### src/rtl/pgi_pkg.sv
// shared types and constants for the palette gradient interpolator
package pgi_pkg;

    // request codes
    localparam logic [1:0] REQ_APPEND = 2'd0;
    localparam logic [1:0] REQ_QUERY  = 2'd1;
    localparam logic [1:0] REQ_CLEAR  = 2'd2;

    // result channel format
    localparam int          OUT_W   = 17;
    localparam int          OUT_MAX = 131071;

    // controller to datapath commands
    typedef struct packed {
        logic append;
        logic clear;
        logic load;
        logic mul;
        logic div_est;
        logic div_fix;
        logic rd_a;
        logic rd_b;
        logic prod;
        logic sum;
        logic emit_empty;
    } t_cmd;

    // datapath to controller status
    typedef struct packed {
        logic empty;
    } t_stat;

endpackage

### src/rtl/pgi_ctrl.sv
// request sequencer for the palette gradient interpolator
module pgi_ctrl (
    input  logic           i_clk,
    input  logic           i_rst_n,
    input  logic           start,
    input  logic [1:0]     i_req_type,
    input  pgi_pkg::t_stat i_stat,
    output pgi_pkg::t_cmd  o_cmd,
    output logic           busy
);
    import pgi_pkg::*;

    localparam logic [2:0] S_IDLE = 3'd0;
    localparam logic [2:0] S_MUL  = 3'd1;
    localparam logic [2:0] S_DIV  = 3'd2;
    localparam logic [2:0] S_FIX  = 3'd3;
    localparam logic [2:0] S_RDA  = 3'd4;
    localparam logic [2:0] S_RDB  = 3'd5;
    localparam logic [2:0] S_PROD = 3'd6;
    localparam logic [2:0] S_SUM  = 3'd7;

    logic [2:0]     r_state, n_state;
    logic           accept;

    assign accept = start && (r_state == S_IDLE);
    assign busy   = (r_state != S_IDLE);

    always_comb begin
        n_state = r_state;
        o_cmd   = '0;
        case (r_state)
            S_IDLE: begin
                if (accept) begin
                    case (i_req_type)
                        REQ_APPEND: o_cmd.append = 1'b1;
                        REQ_CLEAR:  o_cmd.clear  = 1'b1;
                        REQ_QUERY: begin
                            if (i_stat.empty) begin
                                o_cmd.emit_empty = 1'b1;
                            end else begin
                                o_cmd.load = 1'b1;
                                n_state    = S_MUL;
                            end
                        end
                        default: ;
                    endcase
                end
            end
            S_MUL: begin
                o_cmd.mul = 1'b1;
                n_state   = S_DIV;
            end
            S_DIV: begin
                o_cmd.div_est = 1'b1;
                n_state       = S_FIX;
            end
            S_FIX: begin
                o_cmd.div_fix = 1'b1;
                n_state       = S_RDA;
            end
            S_RDA: begin
                o_cmd.rd_a = 1'b1;
                n_state    = S_RDB;
            end
            S_RDB: begin
                o_cmd.rd_b = 1'b1;
                n_state    = S_PROD;
            end
            S_PROD: begin
                o_cmd.prod = 1'b1;
                n_state    = S_SUM;
            end
            S_SUM: begin
                o_cmd.sum = 1'b1;
                n_state   = S_IDLE;
            end
            default: n_state = S_IDLE;
        endcase
    end

    always_ff @(posedge i_clk) begin
        if (!i_rst_n) begin
            r_state <= S_IDLE;
        end else begin
            r_state <= n_state;
        end
    end
endmodule

### config.mk
export PLATFORM = sky130hd
export DESIGN_NAME = pgi_ctrl
export DESIGN_NICKNAME = d
export VERILOG_FILES = /design/src/rtl/pgi_pkg.sv /design/src/rtl/pgi_ctrl.sv
export SDC_FILE = /design/constraint.sdc
export NUM_CORES = 1
export LEC_CHECK = 0
export ABC_AREA = 1
export BUFFER_PORTS_ARGS = -buffer_cell sky130_fd_sc_hd__buf_4
export CAP_MARGIN = 20
export CORE_AREA = 2 2 39 41
export CTS_BUF_LIST = sky130_fd_sc_hd__clkbuf_16
export CTS_CLUSTER_SIZE = 40
export DETAILED_ROUTE_END_ITERATION = 16
export DIE_AREA = 0 0 41 43
export PLACE_DENSITY_LB_ADDON = 0.25
export SKIP_CTS_REPAIR_TIMING = 1
export SLEW_MARGIN = 20
export SYNTH_ARGS = -nofsm -noshare
export SYNTH_HDL_FRONTEND = slang
export SYNTH_SLANG_ARGS = --single-unit
### constraint.sdc
create_clock -name i_clk -period 1.81 [get_ports i_clk]
set_input_delay 0.362 -clock i_clk [delete_from_list [all_inputs] [get_ports i_clk]]
set_output_delay 0.362 -clock i_clk [all_outputs]
set_load 0.02 [all_outputs]
======== After elaboration in Yosys (flattened, before gate mapping) ========
Index checks and enable logic that the tools add are counted.
word-level totals
  flip-flop bits (word level) ............. 3
  logic and storage cells ................. 39
cells by class
  eq/ne operators ......................... 12
  muxes and demuxes ....................... 21
  reductions and logical operators ........ 5
operator list
  operator            number
  $pmux 3 s8          1
  $mux 1              15
  $mux 3              5
  $eq 3x3->1 const B  4
  $eq 3x2->1 const B  2
  $ne 2x2->1 const B  2
  $eq 3x1->1 const B  1
  $logic_not 3->1     1
  $reduce_and 3->1    1
  $reduce_bool 3->1   1
  $eq 2x1->1 const B  1
  $eq 2x2->1 const B  1
  $logic_not 2->1     1
  $ne 2x1->1 const B  1
  $logic_and 1x1->1   1

======== Depth between registers and ports, before layout ========
Gate-level depths: netlist of run 1.
  depth after elaboration ................. 4
  mapped depth ............................ 5
  depth with buffers taken out ............ 5

======== Worst setup path after synthesis of run 1 ========
OpenSTA, ideal clock, no wires.
  path type ............................... register to output
  start point ............................. register r_state[0]
  end point ............................... output port o_cmd[8] in the netlist's numbering
  data arrival time ....................... 1,118 ps
  path slack .............................. 330 ps
  stages on the path, launching flop included .. 4
  path through ............................ dfxtp_1 nor2_2 nand2_2 nor3_1
RTL lines
  item                    line            text
  from (decl)             pgi_ctrl.sv:22  logic [2:0] r_state, n_state;
  from (signal assigned)  pgi_ctrl.sv:85  r_state <= n_state;
  to (decl)               pgi_ctrl.sv:8   output pgi_pkg::t_cmd o_cmd,

==> results of run 1 <==
[power by group through the flow]
stage | registers, mW | clock network [mW] | logic, mW
final | 0.0893 | 0.343 | 0.125
after global routing | 0.0923 | 0.357 | 0.136
after CTS | 0.0893 | 0.350 | 0.128
after detailed placement | 0.0904 | 0 | 0.127
after floorplan | 0.0875 | 0 | 0.0767
after global placement | 0.0901 | 0 | 0.128
[worst paths after layout]
path	endpoint	startpoint	slack, ps
setup / recovery	o_cmd[9]	r_state[2]	250
hold reg to reg	r_state[1]	r_state[1]	620
setup reg to reg	r_state[2]	r_state[0]	890
hold / removal	r_state[1]	i_rst_n	380
[logic make-up after synthesis]
group           after synthesis  synth area share (%)
compound gates                2                  5.06
buf+inv                       5                  9.49
flops                         3                  30.4
simple gates                 23                  55.1
[metal layers]
metal	share of wire (%)	routed length, um	vias up	track usage (%)
li1	-	-	147	-
met4	0	0	0	6.00
met1	41	241	124	8.36
met3	11	64	0	3.14
met5	0	0	-	0
met2	48	288	11	11.6
[worst reg2reg max path: stages (launching register included)]
cell	delay [ps]
sky130_fd_sc_hd__dfxtp_1	420
sky130_fd_sc_hd__nand2_1	150
sky130_fd_sc_hd__o21ai_0	180
sky130_fd_sc_hd__a21oi_1	50
[stage by stage]
stage	setup WS, ps	power (mW)	utilization (%)
after floorplan	330	0.164	-
after global placement	475	0.218	25.0
after detailed placement	464	0.218	25.0
after CTS	226	0.567	30.7
after global routing	124	0.585	30.7
final	249	0.558	30.7
[cell type report]
type	instances	area, um^2
Clock buffer	3	75.1
Clock inverter	1	3.75
Fill cell	159	960
Inverter	5	18.8
Multi-Input combinational cell	25	119
Sequential cell	3	60.1
Tap cell	16	20.0
Timing Repair Buffer	17	128
[synthesized netlist by cell type, drive strengths merged]
| cell | n | area [um^2] |
|---|---|---|
| nor3 | 9 | 45.0 |
| nor2 | 7 | 28.8 |
| nand2 | 6 | 25.0 |
| inv | 5 | 18.8 |
| dfxtp | 3 | 60.1 |
| a21oi | 1 | 5.00 |
| nand3 | 1 | 10.0 |
| o21ai | 1 | 5.00 |
==> impl_metrics.tcl, run 1 <==
set metrics [dict create \
    min-delay-path-class "in2reg" \
    detailedRoute.firstIterationViolations 2 \
    number_of_antenna_violations_at_the_first_check_in_global_routing 0 \
    cellPowerDensity_nw_per_um2 1320 \
    io_pins 18 \
    setup_viol 0 \
    number_of_buffers_on_the_longest_clock_path 2 \
    post-place-cells 66 \
    cts.clk_slew.worst_paths_ps 30 \
    max_stage_delay_ps 320 \
    fp.dieArea_um2 1760 \
    number_of_distinct_library_cells_after_synthesis 10 \
    final_common_cell "sky130_fd_sc_hd__buf_4" \
    post_route_clock_skew_ps 1.48 \
    post_synthesis_average_cell_area_um2 5.99 \
    startpoint_type "flip-flop" \
    drc 0 \
    most-common-layout-cells "sky130_fd_sc_hd__buf_4, sky130_fd_sc_hd__nor3_1, sky130_fd_sc_hd__inv_1, sky130_fd_sc_hd__nor2_1, sky130_fd_sc_hd__nand2_1" \
    final_net_count 61 \
    floorplan.core_area_um2 1380 \
    final_layout_size_suffix_gt1_share_pct 42.6 \
    timing.slew.headroom_pct 84.3 \
    hold_depth 3 \
    cts_buffers 3 \
    total_routing_resource_utilization_after_global_routing_pct 7.83 \
    drt-wirelength-per-cell_um 8.49 \
    antenna_violating_nets_post_route 0 \
    fin_tns_setup_ps 0 \
    reg.largest.list "r_state (3)" \
    worst_path_dominant_cell_family "buffers and inverters" \
    std_cell_rows 14 \
    cts_root_buf "sky130_fd_sc_hd__clkbuf_16" \
    gpl.final_weighted_congestion 0.594 \
    crit_buf_inv 2 \
    drv.max_cap_violation_count 0 \
    yosysSeqAreaShare_pct 30.4 \
    power.share.sequential_pct 16.0 \
    grt_max_degree 9 \
    outcome "completed" \
    placement.io_buffers 17 \
    final_max_tran_viols 0 \
    clk-insertion-delay-late_ps 220 \
    peakVddDrop_uv 560 \
    final_critical_delay_including_setup_and_external_delays_ps 1560 \
    layoutNonFillerInstCount 70 \
    period_share_pct 86.2 \
    netlist_area_um2 198 \
    p_leak_nw 0.219 \
    crit_path_top_delay_cell "sky130_fd_sc_hd__dfxtp_1" \
    die_span_in_y_um 43 \
    rsz_0062_raised_after_global_routing "no" \
    syn_nets 39 \
    synth_cells 33 \
    largest_reg_flops 3 \
    cp.required_ps 1450 \
    timing.critical_path.arrival_ps 1200 \
    dpl.hpwl_um 499 \
    crit_chain "inv_1, nand3_2, nor3_1, buf_4" \
    die_w_um 41 \
    r2r.worst_path.cells 3 \
    power.combinational.fraction_pct 22.4 \
    hold_violations 0 \
    number_of_cells_on_the_critical_path 4 \
    finish.instance_area_um2 424 \
    whs_ps 382 \
    syn_to_final_growth_pct 115 \
    worst_slew_pin_slew_ps 235 \
    cell_internal_pwr_mw 0.412 \
    global_route_wire_length_before_repair_um 903 \
    drt_first_pass_iters 2 \
    first_global_vias 250 \
    post_drt_via_cell_ratio 4.03 \
    placedInstanceArea_um2 345 \
    clock-sinks 3 \
    yosys_warnings 0 \
    proportion_of_power_drawn_by_the_clock_network_pct 61.5 \
    critPathKind "reg2out" \
    power_switching_mw 0.146 \
    routed_wirelength_um 594 \
    p_sw_share_pct 26.1 \
    max_freq_ghz 0.641 \
    cp-end-kind "output port" \
    critical_path_peak_fanout 8 \
    via_count 282 \
    clock_tree.htree_level_count 1 \
    postSynthRegisterBits 3 \
    gr-total-overflow 0 \
    largest_register "r_state" \
    initial_utilization_pct 14.3 \
    tritoncts "done" \
    num_antenna_cells 0 \
]
No activity file was read; power rests on OpenSTA's default activity.
==> run 2: changes to the inputs <==
==> constraint.sdc (replaced) <==
create_clock -name i_clk -period 1.4 [get_ports i_clk]
set_input_delay 0.28 -clock i_clk [delete_from_list [all_inputs] [get_ports i_clk]]
set_output_delay 0.28 -clock i_clk [all_outputs]
set_load 0.02 [all_outputs]
==> run 2 against run 1 <==
  * Combinational power up 83%
  * Utilization grew 6.0 points
  * Clock-buffer cell count did not move
  * Power rose by 42%
  * Sequential share of layout area shrank 1.3 points
  * Global-route usage is essentially flat
  * Non-clock buffer count increased by 6
  * Largest cell class unchanged
  * Critical path depth is the same
  * Critical path type unchanged
  * Worst setup slack got worse by 250 ps
  * Sequential power rose by 37%
  * Die area unchanged
==> impl_metrics.tcl, run 2 (synthesis results as in run 1) <==
set metrics [dict create \
    outcome "completed" \
    power_switching_mw 0.212 \
    syn_to_final_growth_pct 156 \
    gpl.final_weighted_congestion 0.623 \
    power.combinational.fraction_pct 29.0 \
    largest_reg_flops 3 \
    io_pins 18 \
    placement.io_buffers 17 \
    routed_wirelength_um 724 \
    post_drt_via_cell_ratio 4.16 \
    clock-sinks 3 \
    timing.slew.headroom_pct 89.0 \
    whs_ps 299 \
    tritoncts "done" \
    total_routing_resource_utilization_after_global_routing_pct 7.82 \
    final_net_count 67 \
    std_cell_rows 14 \
    cts_buffers 3 \
    period_share_pct 99.8 \
    grt_max_degree 9 \
    cts.clk_slew.worst_paths_ps 30 \
    max_freq_ghz 0.715 \
    cp.required_ps 1120 \
    drt_first_pass_iters 1 \
    first_global_vias 261 \
    die_w_um 41 \
    startpoint_type "flip-flop" \
    fp.dieArea_um2 1760 \
    clock_tree.htree_level_count 1 \
    final_common_cell "sky130_fd_sc_hd__buf_4" \
    final_layout_size_suffix_gt1_share_pct 60.0 \
    number_of_antenna_violations_at_the_first_check_in_global_routing 0 \
    reg.largest.list "r_state (3)" \
    cts_root_buf "sky130_fd_sc_hd__clkbuf_16" \
    setup_viol 0 \
    global_route_wire_length_before_repair_um 931 \
    post_route_clock_skew_ps 0.223 \
    floorplan.core_area_um2 1380 \
    proportion_of_power_drawn_by_the_clock_network_pct 55.6 \
    hold_violations 0 \
    most-common-layout-cells "sky130_fd_sc_hd__buf_4, sky130_fd_sc_hd__nor2_1, sky130_fd_sc_hd__inv_1, sky130_fd_sc_hd__nor3_1, sky130_fd_sc_hd__nand2_1" \
    placedInstanceArea_um2 345 \
    die_span_in_y_um 43 \
    p_sw_share_pct 26.8 \
    finish.instance_area_um2 507 \
    num_antenna_cells 0 \
    number_of_buffers_on_the_longest_clock_path 2 \
    critical_path_peak_fanout 4 \
    timing.critical_path.arrival_ps 1120 \
    gr-total-overflow 0 \
    post-place-cells 66 \
    layoutNonFillerInstCount 76 \
    cp-end-kind "output port" \
    worst_slew_pin_slew_ps 163 \
    initial_utilization_pct 14.3 \
    rsz_0062_raised_after_global_routing "yes" \
    p_leak_nw 0.256 \
    critPathKind "reg2out" \
    final_max_tran_viols 0 \
    antenna_violating_nets_post_route 0 \
    min-delay-path-class "in2reg" \
    detailedRoute.firstIterationViolations 0 \
    cellPowerDensity_nw_per_um2 1560 \
    finish.utilization_pct 36.6 \
    dpl.hpwl_um 505 \
    drt-wirelength-per-cell_um 9.53 \
    drc 0 \
    via_count 316 \
    power.share.sequential_pct 15.4 \
    cell_internal_pwr_mw 0.578 \
    fin_total_pwr_mw 0.790 \
    final_critical_delay_including_setup_and_external_delays_ps 1400 \
    drv.max_cap_violation_count 0 \
    clk-insertion-delay-late_ps 220 \
    largest_register "r_state" \
    peakVddDrop_uv 715 \
]
## run 2: changes by cell type in the layout (fill, tap and decap cells not counted), sizes merged
| cell | before | now |
|---|---|---|
| buf | 17 | 23 |
## run 2: stage by stage
stage	setup TNS, ps	worst slack (ps)
2_1_floorplan	0	2.26
3_3_place_gp	0	160
3_5_place_dp	0	138
4_1_cts	-293	-88.9
5_1_grt	-156	-48.5
6_report	0	2.11
## run 2: layout make-up
type | instances | area [um^2]
fillers | 152 | 877
well taps | 16 | 20.0
repair buffers | 23 | 173
flip-flops and latches | 3 | 65.1
clock buffers | 3 | 75.1
multi-input cells | 25 | 151
inverters | 5 | 18.8
clock inverters | 1 | 3.75
## run 2: path summary, 6_finish.rpt
path,startpoint,end,slack (ps),cells after the start
min reg2reg,r_state[0],r_state[2],620,2
max reg2reg,r_state[2],r_state[2],450,4
min,i_rst_n,r_state[1],300,3
max,r_state[1],o_cmd[8],2,4
## run 2: worst max-delay path, cell delays in order (launching register included)
cell and delay [ps]:
sky130_fd_sc_hd__dfxtp_4 350, sky130_fd_sc_hd__nor2_4 160, sky130_fd_sc_hd__nand2_2 90, sky130_fd_sc_hd__nor3_2 150
sky130_fd_sc_hd__buf_4 160
## run 2: power groups by stage
stage	clock network (mW)	registers, mW	logic [mW]
3_5_place_dp	0	0.118	0.165
5_1_grt	0.455	0.125	0.244
3_3_place_gp	0	0.117	0.165
6_report	0.439	0.122	0.229
2_1_floorplan	0	0.113	0.0991
4_1_cts	0.447	0.116	0.165
## run 2: metal layers
layer  GRT usage (%)  vias to the layer above  share of wire (%)  wire length, um
met3            4.19                        0                9.5               69
met1            7.05                      145                 37              269
met4            6.00                        0                  0                0
met5               0                        -                  0                0
met2            12.2                       11                 53              386
li1                -                      160                  -                -
==> run 3: changes to the inputs <==
--- a/config.mk
+++ b/config.mk
@@ -5,7 +5,6 @@
 export SDC_FILE = /design/constraint.sdc
 export NUM_CORES = 1
 export LEC_CHECK = 0
-export ABC_AREA = 1
 export BUFFER_PORTS_ARGS = -buffer_cell sky130_fd_sc_hd__buf_4
 export CAP_MARGIN = 20
 export CORE_AREA = 2 2 39 41
@@ -19,3 +18,4 @@
 export SYNTH_ARGS = -nofsm -noshare
 export SYNTH_HDL_FRONTEND = slang
 export SYNTH_SLANG_ARGS = --single-unit
+export TNS_END_PERCENT = 20
==> constraint.sdc (replaced) <==
create_clock -name i_clk -period 1.4 [get_ports i_clk]
set_input_delay 0.14 -clock i_clk [delete_from_list [all_inputs] [get_ports i_clk]]
set_output_delay 0.14 -clock i_clk [all_outputs]
set_load 0.02 [all_outputs]
==> run 3 against run 2 <==
  * Global-route usage is 0.68 points lower
  * Power is 7.1% lower
  * Sequential share of layout area is 0.53 points higher
  * Worst setup slack better by 4.6 ps
  * Synthesized cell count is 15% lower
  * Area after synthesis is 10% higher
  * Die area stayed put
  * Clock power hardly changed
  * Hold slack worse by 100 ps
  * Routed wire length is 22% lower
  * Non-clock buffer count is 4 lower
  * Clock-buffer cell count stayed put
  * Largest cell class is now multi-input combinational cells
==> impl_metrics.tcl, run 3 <==
set metrics [dict create \
    outcome "completed" \
    placement.io_buffers 17 \
    drt_first_pass_iters 3 \
    global_route_wire_length_before_repair_um 862 \
    timing.critical_path.arrival_ps 1250 \
    detailedRoute.firstIterationViolations 6 \
    max_freq_ghz 0.718 \
    first_global_vias 224 \
    hold_violations 0 \
    cts_buffers 3 \
    post_synthesis_average_cell_area_um2 7.78 \
    critical_path_peak_fanout 4 \
    final_net_count 58 \
    peakVddDrop_uv 492 \
    async_flop_share_pct 0 \
    p_leak_nw 0.244 \
    gr-total-overflow 0 \
    cts_root_buf "sky130_fd_sc_hd__clkbuf_16" \
    die_w_um 41 \
    initial_utilization_pct 15.7 \
    drc 0 \
    post_drt_via_cell_ratio 4.15 \
    most-common-layout-cells "sky130_fd_sc_hd__buf_4, sky130_fd_sc_hd__inv_1, sky130_fd_sc_hd__nor2_1, sky130_fd_sc_hd__nor3_1, sky130_fd_sc_hd__clkbuf_16" \
    post-synth-top-area-cell "sky130_fd_sc_hd__dfxtp_1" \
    reg.largest.list "r_state (3)" \
    startpoint_type "flip-flop" \
    dpl.hpwl_um 460 \
    std_cell_rows 14 \
    final_common_cell "sky130_fd_sc_hd__buf_4" \
    tritoncts "done" \
    fp.dieArea_um2 1760 \
    synth_common_cells "sky130_fd_sc_hd__inv_1, sky130_fd_sc_hd__nor2_1, sky130_fd_sc_hd__dfxtp_1, sky130_fd_sc_hd__nor3_1" \
    fin_total_pwr_mw 0.734 \
    cts.clk_slew.worst_paths_ps 30 \
    clk-insertion-delay-late_ps 220 \
    drt-wirelength-per-cell_um 8.46 \
    netlist_area_um2 218 \
    synth_area_leaders "sky130_fd_sc_hd__dfxtp_1, sky130_fd_sc_hd__nor3_1, sky130_fd_sc_hd__inv_1, sky130_fd_sc_hd__nand3b_1, sky130_fd_sc_hd__nor2_1" \
    number_of_buffers_on_the_longest_clock_path 2 \
    post_route_clock_skew_ps 0.550 \
    gpl.final_weighted_congestion 0.638 \
    antenna_violating_nets_post_route 0 \
    synth_top_cell_area_share_pct 27.6 \
    io_pins 18 \
    clock-sinks 3 \
    cp.required_ps 1260 \
    critPathKind "reg2out" \
    setup_viol 0 \
    final_critical_delay_including_setup_and_external_delays_ps 1390 \
    grt_max_degree 8 \
    synth_flop_cell "sky130_fd_sc_hd__dfxtp_1" \
    via_count 278 \
    cellPowerDensity_nw_per_um2 1570 \
    cp-end-kind "output port" \
    edff_count_synth 0 \
    worst_slew_pin_slew_ps 189 \
    yosys_warnings 0 \
    die_span_in_y_um 43 \
    final_max_tran_viols 0 \
    number_of_distinct_library_cells_after_synthesis 16 \
    num_antenna_cells 0 \
    yosysSeqAreaShare_pct 27.6 \
    fin_tns_setup_ps 0 \
    postSynthRegisterBits 3 \
    routed_wirelength_um 567 \
    final_layout_size_suffix_gt1_share_pct 54.9 \
    syn_to_final_growth_pct 115 \
    largest_reg_flops 3 \
    drv.max_cap_violation_count 0 \
    synth_cells 28 \
    number_of_antenna_violations_at_the_first_check_in_global_routing 0 \
    largest_register "r_state" \
    clock_tree.htree_level_count 1 \
    total_routing_resource_utilization_after_global_routing_pct 7.14 \
    timing.slew.headroom_pct 87.4 \
    period_share_pct 99.5 \
    floorplan.core_area_um2 1380 \
    syn_nets 34 \
    min-delay-path-class "in2reg" \
    rsz_0062_raised_after_global_routing "yes" \
]
## run 3: cell count changes after synthesis, sizes merged, moves of 2 or more
| cell | delta |
|---|---|
| nand2 | -6 |
| nand3b | +2 |
| nor2 | -3 |
| nor3 | -5 |
## run 3: cell type report
cell class	count	area, um^2
fill	155	916
multi-input combinational	20	145
timing repair buffer	19	143
clock buffer	3	75.1
sequential	3	62.6
tap	16	20.0
inverter	5	18.8
clock inverter	1	3.75
## run 3: kinds of logic after synthesis
family	Yosys count	synth area share [%]
DFF	3	27.6
AOI/OAI and AO/OA	4	12.6
buffers and inverters	5	8.62
and+or+nand+nor	16	51.1
## run 3: report_power, final
| part | internal (mW) | switching (mW) |
|---|---|---|
| sequential | 0.0999 | 0.0163 |
| combinational | 0.0832 | 0.0954 |
| clock | 0.368 | 0.0713 |
## run 3: final timing paths
| path | from | endpoint | slack, ps | depth (start not counted) |
|---|---|---|---|---|
| setup / recovery | r_state[0] | o_cmd[10] | 7 | 4 |
| hold / removal | i_rst_n | r_state[2] | 200 | 3 |
| setup reg to reg | r_state[0] | r_state[1] | 460 | 3 |
| hold reg to reg | r_state[0] | r_state[0] | 570 | 2 |
## run 3: worst max-delay path: stages, from the launching register on
cell and delay, ps:
sky130_fd_sc_hd__dfxtp_2 320, sky130_fd_sc_hd__nor3_4 210, sky130_fd_sc_hd__inv_2 80, sky130_fd_sc_hd__nor4b_2 240, sky130_fd_sc_hd__buf_4 180
## run 3: per-stage QoR
stage	cell area (um^2)	worst slack, ps	utilization, %	hold WS, ps	instances
2_1_floorplan	218	46.3	-	292	28
3_3_place_gp	380	160	27.5	428	63
3_5_place_dp	380	147	27.5	429	63
4_1_cts	459	-92.1	33.2	204	67
5_1_grt	468	-60.1	33.8	213	67
6_report	468	6.68	33.8	197	67
## run 3: per-layer routing
metal  wire [um]  GRT usage, %  vias to the layer above
met1         277          10.7                      119
met2         228          8.13                       16
met4           0          4.00                        0
met3          61          3.14                        0
met5           0             0                        -
li1            -             -                      143
